<file path="src/pgm_header_parse_and_histogram_top_defines.svh">
// Assertion macros for the PGM header parser and histogram block.
// Used by the top level; expects clk_i and rst_ni in the including scope.
`ifndef PGM_HEADER_PARSE_AND_HISTOGRAM_TOP_DEFINES_SVH
`define PGM_HEADER_PARSE_AND_HISTOGRAM_TOP_DEFINES_SVH

// Same-cycle implication, checked on every rising clock edge out of reset.
`define PGMH_ASSERT_NOW(label, ante, cons) \
  label: assert property (@(posedge clk_i) disable iff (!rst_ni) (ante) |-> (cons)) \
    else $error("pgmh: same-cycle check failed");

// Next-cycle implication.
`define PGMH_ASSERT_NEXT(label, ante, cons) \
  label: assert property (@(posedge clk_i) disable iff (!rst_ni) (ante) |=> (cons)) \
    else $error("pgmh: next-cycle check failed");

`endif

</file>
<file path="src/pgmh_pkg.sv">
// Shared types and constants of the PGM header parser and histogram block.
// No dependencies; imported by the parser, the histogram store, the top level and the testbench.
package pgmh_pkg;

  localparam int unsigned NUM_BINS     = 256;
  localparam int unsigned BIN_IDX_BITS = 8;
  localparam int unsigned OUT_DIM_BITS = 16;
  localparam int unsigned OUT_CNT_BITS = 32;

  // Characters of the file format
  localparam logic [7:0] CHR_P  = 8'h50;
  localparam logic [7:0] CHR_5  = 8'h35;
  localparam logic [7:0] CHR_SP = 8'h20;
  localparam logic [7:0] CHR_LF = 8'h0A;
  localparam logic [7:0] CHR_0  = 8'h30;
  localparam logic [7:0] CHR_9  = 8'h39;
  localparam logic [7:0] CHR_HT = 8'h09;
  localparam logic [7:0] CHR_VT = 8'h0B;
  localparam logic [7:0] CHR_FF = 8'h0C;
  localparam logic [7:0] CHR_CR = 8'h0D;

  typedef enum logic [1:0] {
    CMD_BYTE  = 2'd0,
    CMD_READ  = 2'd1,
    CMD_START = 2'd2
  } pgmh_cmd_e;

  typedef enum logic [2:0] {
    ST_BUSY = 3'd0,
    ST_ERR  = 3'd1,
    ST_HDR  = 3'd2,
    ST_PIX  = 3'd3,
    ST_DONE = 3'd4,
    ST_BIN  = 3'd5
  } pgmh_status_e;

  // Work handed to the histogram stage
  typedef enum logic [1:0] {
    OP_NONE  = 2'd0,
    OP_INC   = 2'd1,
    OP_READ  = 2'd2,
    OP_CLEAR = 2'd3
  } pgmh_op_e;

  typedef enum logic [7:0] {
    PH_MAGIC0 = 8'b0000_0001,
    PH_MAGIC1 = 8'b0000_0010,
    PH_SEP    = 8'b0000_0100,
    PH_WIDTH  = 8'b0000_1000,
    PH_HEIGHT = 8'b0001_0000,
    PH_MAXVAL = 8'b0010_0000,
    PH_PIXELS = 8'b0100_0000,
    PH_ERROR  = 8'b1000_0000
  } pgmh_phase_e;

  typedef struct packed {
    pgmh_op_e                op;
    logic [BIN_IDX_BITS-1:0] idx;
    pgmh_status_e            status;
    logic [OUT_DIM_BITS-1:0] width;
    logic [OUT_DIM_BITS-1:0] height;
  } pgmh_req_t;

  typedef struct packed {
    pgmh_status_e            status;
    logic [OUT_DIM_BITS-1:0] width;
    logic [OUT_DIM_BITS-1:0] height;
    logic [OUT_CNT_BITS-1:0] count;
  } pgmh_res_t;

  function automatic logic is_digit(input logic [7:0] b);
    return (b >= CHR_0) && (b <= CHR_9);
  endfunction

  function automatic logic is_space(input logic [7:0] b);
    return (b == CHR_SP) || (b == CHR_HT) || (b == CHR_LF) ||
           (b == CHR_VT) || (b == CHR_FF) || (b == CHR_CR);
  endfunction

endpackage

</file>
<file path="src/pgmh_parser.sv">
// Header parser: magic, dimensions, maxval skip and pixel countdown, one byte per item.
// Depends on pgmh_pkg; feeds pgmh_hist with one request per accepted item.
module pgmh_parser #(
  parameter int unsigned DIM_BITS = 16
) (
  input  logic                clk_i,
  input  logic                rst_ni,
  input  logic                accept_i,
  input  logic [1:0]          cmd_i,
  input  logic [7:0]          data_byte_i,
  input  logic [7:0]          bin_index_i,
  output pgmh_pkg::pgmh_req_t req_o
);
  import pgmh_pkg::*;

  localparam int unsigned MulBits = DIM_BITS + 4;
  localparam int unsigned PixBits = 2 * DIM_BITS;

  pgmh_phase_e         phase_q, phase_d;
  logic [DIM_BITS-1:0] width_q, width_d;
  logic [DIM_BITS-1:0] height_q, height_d;
  logic [PixBits-1:0]  pix_left_q, pix_left_d;

  logic [3:0]          digit;
  logic [DIM_BITS-1:0] acc_src;
  logic [MulBits-1:0]  acc_mul;
  logic [DIM_BITS-1:0] acc_next;
  logic [PixBits-1:0]  pix_total;

  // Shared decimal accumulator: acc * 10 + digit, saturating
  assign digit    = 4'(data_byte_i - CHR_0);
  assign acc_src  = (phase_q == PH_HEIGHT) ? height_q : width_q;
  assign acc_mul  = (MulBits'(acc_src) << 3) + (MulBits'(acc_src) << 1) + MulBits'(digit);
  assign acc_next = (|acc_mul[MulBits-1:DIM_BITS]) ? '1 : acc_mul[DIM_BITS-1:0];

  assign pix_total = PixBits'(width_q) * PixBits'(height_q);

  // Next state and request for the item on the input
  always_comb begin
    phase_d    = phase_q;
    width_d    = width_q;
    height_d   = height_q;
    pix_left_d = pix_left_q;
    req_o.op     = OP_NONE;
    req_o.idx    = data_byte_i;
    req_o.status = ST_BUSY;

    case (cmd_i)
      CMD_BYTE: begin
        case (phase_q)
          PH_MAGIC0: begin
            if (data_byte_i != CHR_P) begin
              phase_d      = PH_ERROR;
              req_o.status = ST_ERR;
            end else begin
              phase_d = PH_MAGIC1;
            end
          end
          PH_MAGIC1: begin
            if (data_byte_i != CHR_5) begin
              phase_d      = PH_ERROR;
              req_o.status = ST_ERR;
            end else begin
              phase_d = PH_SEP;
            end
          end
          PH_SEP: begin
            phase_d = PH_WIDTH;
          end
          PH_WIDTH: begin
            if (data_byte_i == CHR_SP) begin
              phase_d = PH_HEIGHT;
            end else if (!is_digit(data_byte_i)) begin
              phase_d      = PH_ERROR;
              req_o.status = ST_ERR;
            end else begin
              width_d = acc_next;
            end
          end
          PH_HEIGHT: begin
            if (data_byte_i == CHR_LF) begin
              phase_d = PH_MAXVAL;
            end else if (!is_digit(data_byte_i)) begin
              phase_d      = PH_ERROR;
              req_o.status = ST_ERR;
            end else begin
              height_d = acc_next;
            end
          end
          PH_MAXVAL: begin
            if (is_space(data_byte_i)) begin
              pix_left_d   = pix_total;
              phase_d      = PH_PIXELS;
              req_o.status = ST_HDR;
            end else if (!is_digit(data_byte_i)) begin
              phase_d      = PH_ERROR;
              req_o.status = ST_ERR;
            end
          end
          PH_PIXELS: begin
            if (pix_left_q == '0) begin
              req_o.status = ST_DONE;
            end else begin
              req_o.op     = OP_INC;
              pix_left_d   = pix_left_q - PixBits'(1);
              req_o.status = (pix_left_q == PixBits'(1)) ? ST_DONE : ST_PIX;
            end
          end
          default: begin
            phase_d      = PH_ERROR;
            req_o.status = ST_ERR;
          end
        endcase
      end
      CMD_READ: begin
        req_o.op     = OP_READ;
        req_o.idx    = bin_index_i;
        req_o.status = ST_BIN;
      end
      CMD_START: begin
        req_o.op   = OP_CLEAR;
        phase_d    = PH_MAGIC0;
        width_d    = '0;
        height_d   = '0;
        pix_left_d = '0;
      end
      default: begin
        req_o.op = OP_NONE;
      end
    endcase

    req_o.width  = OUT_DIM_BITS'(width_d);
    req_o.height = OUT_DIM_BITS'(height_d);
  end

  // Advance parser state on accepted items only
  always_ff @(posedge clk_i or negedge rst_ni) begin
    if (!rst_ni) begin
      phase_q    <= PH_MAGIC0;
      width_q    <= '0;
      height_q   <= '0;
      pix_left_q <= '0;
    end else if (accept_i) begin
      phase_q    <= phase_d;
      width_q    <= width_d;
      height_q   <= height_d;
      pix_left_q <= pix_left_d;
    end
  end

endmodule

</file>
<file path="config.mk">
export PLATFORM = sky130hd
export DESIGN_NAME = pgmh_parser
export DESIGN_NICKNAME = d
export VERILOG_FILES = /design/src/pgm_header_parse_and_histogram_top_defines.svh /design/src/pgmh_pkg.sv /design/src/pgmh_parser.sv
export SDC_FILE = /design/constraint.sdc
export NUM_CORES = 1
export LEC_CHECK = 0
export BUFFER_PORTS_ARGS = -buffer_cell sky130_fd_sc_hd__buf_4
export CAP_MARGIN = 30
export CORE_ASPECT_RATIO = 2
export CORE_MARGIN = 2
export CORE_UTILIZATION = 40
export CTS_CLUSTER_DIAMETER = 60
export CTS_CLUSTER_SIZE = 8
export DETAILED_ROUTE_END_ITERATION = 6
export GPL_TIMING_DRIVEN = 0
export PLACE_DENSITY = 0.66
export SLEW_MARGIN = 10
export SYNTH_ARGS = -nofsm -noshare
export SYNTH_HDL_FRONTEND = slang
export SYNTH_SLANG_ARGS = --single-unit
</file>
<file path="constraint.sdc">
create_clock -name clk_i -period 10.7 [get_ports clk_i]
set_input_delay 0 -clock clk_i [delete_from_list [all_inputs] [get_ports clk_i]]
set_output_delay 0 -clock clk_i [all_outputs]
set_load 0.05 [all_outputs]
</file>
Word-level counts from Yosys, hierarchy flattened
Cells that the tools add are included.

Register bits: 72. Bits of input ports: 21. Output and inout port bits: 45. Logic and storage cells: 81.

Add/sub/neg operators: 4. Multiply operators: 1. $lt $le $gt $ge: 2. Equal/unequal tests: 22. Multiplexer cells: 36. Reduce and logical (&&, ||, !) cells: 12.

Operators with widths (count): 2-to-1 mux 16 bit (8); one-hot mux 32 bit (2 select lines) (2); 2-to-1 mux 32 bit (2); one-hot mux 16 bit (2 select lines) (2); 2-to-1 mux 8 bit (7); one-hot mux 8 bit (7 select lines) (1); == test 8 x 4 -> 1 bit (second input constant) (6); == test 32 x 1 -> 1 bit (second input constant) (1); zero test 32 bit (1); multiplier 16 x 16 -> 32 bit (1); subtractor 32 x 1 -> 32 bit (second input constant) (1); one-hot mux 3 bit (7 select lines) (1); adder 19 x 17 -> 20 bit (1); adder 20 x 4 -> 20 bit (1); == test 8 x 6 -> 1 bit (second input constant) (2); one-hot mux 8 bit (2 select lines) (1); == test 8 x 1 -> 1 bit (second input constant) (1); == test 8 x 2 -> 1 bit (second input constant) (1); == test 8 x 3 -> 1 bit (second input constant) (1); == test 8 x 5 -> 1 bit (second input constant) (1); == test 8 x 7 -> 1 bit (second input constant) (1); greater-or-equal comparator 8 x 6 -> 1 bit (second input constant) (1); less-or-equal comparator 8 x 6 -> 1 bit (second input constant) (1); != test 8 x 6 -> 1 bit (second input constant) (1); other kinds (19) (31).

Logic depth before layout (Yosys ltp)
Depth in word-level cells: 10. Mapped depth: 25. Mapped depth without buffers: 22.

Least setup slack after synthesis
No wires, ideal clock.

Path type: register to register. Start: reg height_q[1]. End: reg pix_left_q[30]. Arrival: 6024 ps. Data required time: 10582 ps. Path slack: 4558 ps. Stages on the path, launching flop included: 23. Clock period less this slack: 6142 ps. Path through: dfrtp_1 -> clkbuf_1 -> clkbuf_1 -> nand2_1 -> fa_1 -> fa_1 -> fa_1 -> fa_1 -> inv_1 -> fa_1 -> inv_1 -> fa_1 -> inv_1 -> ha_1 -> a21o_1 -> a21oi_1 -> nor2b_1 -> a311o_1 -> a31oi_1 -> nor4_1 -> nor3b_1 -> xnor2_1 -> a21o_1.

Longest elaborated chain between the ends: 4.

Ends and longest elaborated chain: start, declared (line pgmh_parser.sv:21) `logic [DIM_BITS-1:0] height_q, height_d;`; start signal, assigned (line pgmh_parser.sv:146) `height_q <= height_d;`; multiplier 16 x 16 -> 32 bit (line pgmh_parser.sv:36) `assign pix_total = PixBits'(width_q) * PixBits'(height_q);`; 2-to-1 mux 32 bit (line pgmh_parser.sv:91) `if (is_space(data_byte_i)) begin`; one-hot mux 32 bit (2 select lines) (line pgmh_parser.sv:50) `case (phase_q)`; one-hot mux 32 bit (2 select lines) (line pgmh_parser.sv:48) `case (cmd_i)`; end signal, assigned (line pgmh_parser.sv:147) `pix_left_q <= pix_left_d;`; end, declared (line pgmh_parser.sv:22) `logic [PixBits-1:0] pix_left_q, pix_left_d;`.

No other way between the ends. The select of a mux whose other input is x is not followed. A chain may end at the register's enable or synchronous reset.

Worst setup path in the final report
Start: reg width_q[6]. End: reg pix_left_q[29].

Longest elaborated chain between the ends: 4.

Ends and longest elaborated chain: start, declared (line pgmh_parser.sv:20) `logic [DIM_BITS-1:0] width_q, width_d;`; start signal, assigned (line pgmh_parser.sv:145) `width_q <= width_d;`; multiplier 16 x 16 -> 32 bit (line pgmh_parser.sv:36); 2-to-1 mux 32 bit (line pgmh_parser.sv:91); one-hot mux 32 bit (2 select lines) (line pgmh_parser.sv:50); one-hot mux 32 bit (2 select lines) (line pgmh_parser.sv:48).

No other way between the ends. The select of a mux whose other input is x is not followed.

==> out/qor.yml <==
worst_setup_path:
  r2r_cells: 25
  critPathKind: "reg2reg"
  maximum_fanout_along_the_worst_path: 10
  critical_path.startpoint_type: "register"
  worst_path_most_repeated_cell: "sky130_fd_sc_hd__fa_1"
  worst_ep_required_time_ps: 10910
  critical-path-max-stage-delay_ps: 700
  ff2ff_setup_slack_ps: 2910
  setup.worst_path.end: "pix_left_q[29]"
  cp.depth: 25
  cp.buffers_inverters: 8
  slowest_cp_cell: "sky130_fd_sc_hd__clkbuf_1"
  worst_r2r_endpoint: "pix_left_q[29]"
  rr_startpoint: "width_q[6]"
  setup.worst_path.end_class: "register"
  worst_path_dominant_cell_family: "adder cells"
  cp.arrival_ps: 8000
  worst_setup_path_startpoint: "width_q[6]"
global_routing:
  grt_overflow_total: 0
  global_route.usage.total_pct: 27.2
  grt_antenna_before_repair: 0
  first_global_vias: 14100
  grt_first_pass_wirelength_um: 78500
  largest_net_degree_at_the_start_of_global_routing: 73
logic_synthesis:
  ys_dominant_reg_cell: "sky130_fd_sc_hd__dfrtp_1"
  synthDistinctLibCells: 70
  synth_area_mm2: 0.0144
  post_synth.cell_area_avg_um2: 8.08
  number_of_storage_elements_in_the_synthesis_netlist: 72
  syn-num-nets: 2143
  yosys.area.top_type_share_pct: 27.2
  synth_area_leader_cell: "sky130_fd_sc_hd__fa_1"
  post_synth_inst_count: 1786
  edff_count_synth: 0
  synth_common_cells: "sky130_fd_sc_hd__nand2_1, sky130_fd_sc_hd__inv_1, sky130_fd_sc_hd__fa_1"
  ys_seq_area_share_pct: 12.5
  ys_warn_count: 0
  yosys.cell_count.top_type: "sky130_fd_sc_hd__nand2_1"
  postSynth.asyncResetShare_pct: 100
  netlist_top_cells_area: "sky130_fd_sc_hd__fa_1, sky130_fd_sc_hd__dfrtp_1, sky130_fd_sc_hd__ha_1"
layout:
  nNetsFinal: 2222
  final_layout_size_suffix_gt1_share_pct: 6.04
  syn2layout_area_growth_pct: 9.73
  post_layout_nonfiller_instances: 2321
pwr:
  comb_power_share_pct: 11.1
  max-vdd-ir-drop_uv: 105
  power-per-cell-area_mw_per_mm2: 42.4
  p_leak_nw: 8.00
  switching_share_pct: 28.6
  power.switching_uw: 192
  internal-power_uw: 479
  seq_power_share_pct: 40.8
  clockPowerShare_pct: 48.1
  power_total_uw: 672
clock_tree:
  clkSinkCount: 72
  root_buffer: "sky130_fd_sc_hd__clkbuf_16"
  postCtsSetupBuffers: 0
  worst_skew_late_latency_ps: 360
  cts-root-to-sink-buffers: 2
  cts_resized: 0
  cts-buffers-inserted: 9
  cts_tree: "yes"
  path_clk_slew_ps: 60
  clock_tree.htree_level_count: 3
timing:
  final.hold.worst_slack_ps: 36.4
  worstMarginPinSlew_ps: 1030
  timing.final.crit_share_pct: 72.8
  rsz_0062_raised_after_global_routing: "false"
  setup_ws_post_layout_ps: 2910
  fin_tns_setup_ps: 0
  min_period_ps: 7790
  timing.clock.skew_ps: 4.05
  fmax_ghz: 0.128
  finalHoldViolCount: 0
  max-slew-margin-rel_pct: 31.0
  setup-violations-final: 0
  finalMaxSlewViolations: 0
place:
  port_bufs: 65
  placement_setup_slack_ps: 3030
  routabilityCongestion: 0.959
  hpwl_um: 41800
  post-place-cells: 2302
floorplan:
  die_y_um: 273
  placement_rows: 98
  design.die.area_mm2: 0.0377
  boundaryPins: 66
  design.core.area_mm2: 0.0357
  initial_utilization_pct: 40.4
  die-width_um: 138
hold_path:
  min-delay-path-class: "in2async"
drt:
  postRouteWirelength_um: 50900
  remaining_drc_errors: 0
  vias_per_inst: 5.77
  violation_count_after_the_first_detailed_route_iteration: 959
  detail_route.wl_per_cell_um: 22.0
  route.vias.total: 13400
  drtPass1Iterations: 5
  route.antenna.remaining_nets: 0
job:
  maxCapViolations: 0
outcome:
  run_status: "finished, final reports clean"
## layout make-up
type,instances,area [µm²]
fillers,3559,19900
well taps,450,563
clock inverters,7,77.6
multi-input cells,1365,11300
clock buffers,9,225
inverters,239,897
flip-flops and latches,72,1800
repair buffers,68,536
plain buffers,110,430
diodes,1,2.50
## logic make-up after synthesis
logic type / count (synthesis) / synth area share (%)
fa+ha+maj: 336 / 39.4
buf+inv: 349 / 9.20
flops: 72 / 12.5
simple gates: 655 / 22.0
xor+xnor: 41 / 2.49
mux: 11 / 0.833
compound gates: 322 / 13.7
## layer usage
layer	track usage, %	share of wire, %
met2	50.7	53
met4	24.4	10
met5	0	0
met3	3.05	4.6
met1	25.8	32
## layout by cell type (no fill, tap or decap), types with 4 or more instances in the layout
cell / n
sky130_fd_sc_hd__mux2_2: 8
sky130_fd_sc_hd__buf_2: 8
sky130_fd_sc_hd__o21ai_0: 99
sky130_fd_sc_hd__nand3_1: 17
sky130_fd_sc_hd__fa_1: 196
sky130_fd_sc_hd__nand4_1: 8
sky130_fd_sc_hd__o31ai_1: 9
sky130_fd_sc_hd__o21ai_1: 47
sky130_fd_sc_hd__or4_1: 5
sky130_fd_sc_hd__o22ai_1: 5
sky130_fd_sc_hd__buf_4: 65
sky130_fd_sc_hd__nor2_2: 4
sky130_fd_sc_hd__o31a_1: 4
sky130_fd_sc_hd__a22o_1: 14
sky130_fd_sc_hd__and2_1: 118
sky130_fd_sc_hd__clkbuf_16: 9
sky130_fd_sc_hd__a31oi_1: 11
sky130_fd_sc_hd__nor3b_1: 9
sky130_fd_sc_hd__xnor2_1: 27
sky130_fd_sc_hd__a21o_1: 23
sky130_fd_sc_hd__a21oi_1: 64
sky130_fd_sc_hd__nor4_1: 13
sky130_fd_sc_hd__or2_1: 4
sky130_fd_sc_hd__nor3_1: 47
sky130_fd_sc_hd__a22oi_1: 6
sky130_fd_sc_hd__nand2_1: 279
sky130_fd_sc_hd__ha_1: 140
sky130_fd_sc_hd__nor2_1: 86
sky130_fd_sc_hd__clkbuf_1: 100
sky130_fd_sc_hd__xor2_1: 14
sky130_fd_sc_hd__nor2b_1: 10
sky130_fd_sc_hd__and3_1: 18
sky130_fd_sc_hd__or3_1: 8
sky130_fd_sc_hd__dfrtp_1: 71
sky130_fd_sc_hd__o21a_1: 5
sky130_fd_sc_hd__inv_1: 239
sky130_fd_sc_hd__nand2b_1: 10
sky130_fd_sc_hd__nand3b_1: 7
## worst min path at each step
stage	from	endpoint	cells after the start
detailed placement	rst_ni	width_q[10]	1
floorplan	rst_ni	height_q[0]	0
finish	rst_ni	width_q[11]	2
global route	accept_i	height_q[0]	3
global placement	rst_ni	width_q[13]	1
CTS	accept_i	width_q[0]	3
## sequential cells by signal, indices dropped and copies added (netlist names)
register,flops
phase_q,8
width_q,16
height_q,16
pix_left_q,32
## through the flow
| stage | cell area (µm²) | util, % |
|---|---|---|
| finish | 15800 | 44.4 |
| global route | 15800 | 44.3 |
| CTS | 15800 | 44.3 |
| detailed placement | 15500 | 43.4 |
| global placement | 15500 | 43.4 |
| floorplan | 14400 | - |
## power groups by stage
stage                     logic (mW)  clock network (mW)  registers (mW)
after floorplan               0.0411                   0           0.279
after global placement        0.0708                   0           0.279
after detailed placement      0.0716                   0           0.279
after CTS                     0.0724               0.323           0.274
after global routing          0.0794               0.336           0.274
final                         0.0744               0.323           0.274
## what timing repair did
action                                  in CTS  in global routing
hold buffers                                 1                  0
endpoints found under the setup margin       0                  0
endpoints found under the hold margin       71                  0
Note: power is estimated with default switching activity, not from simulation.
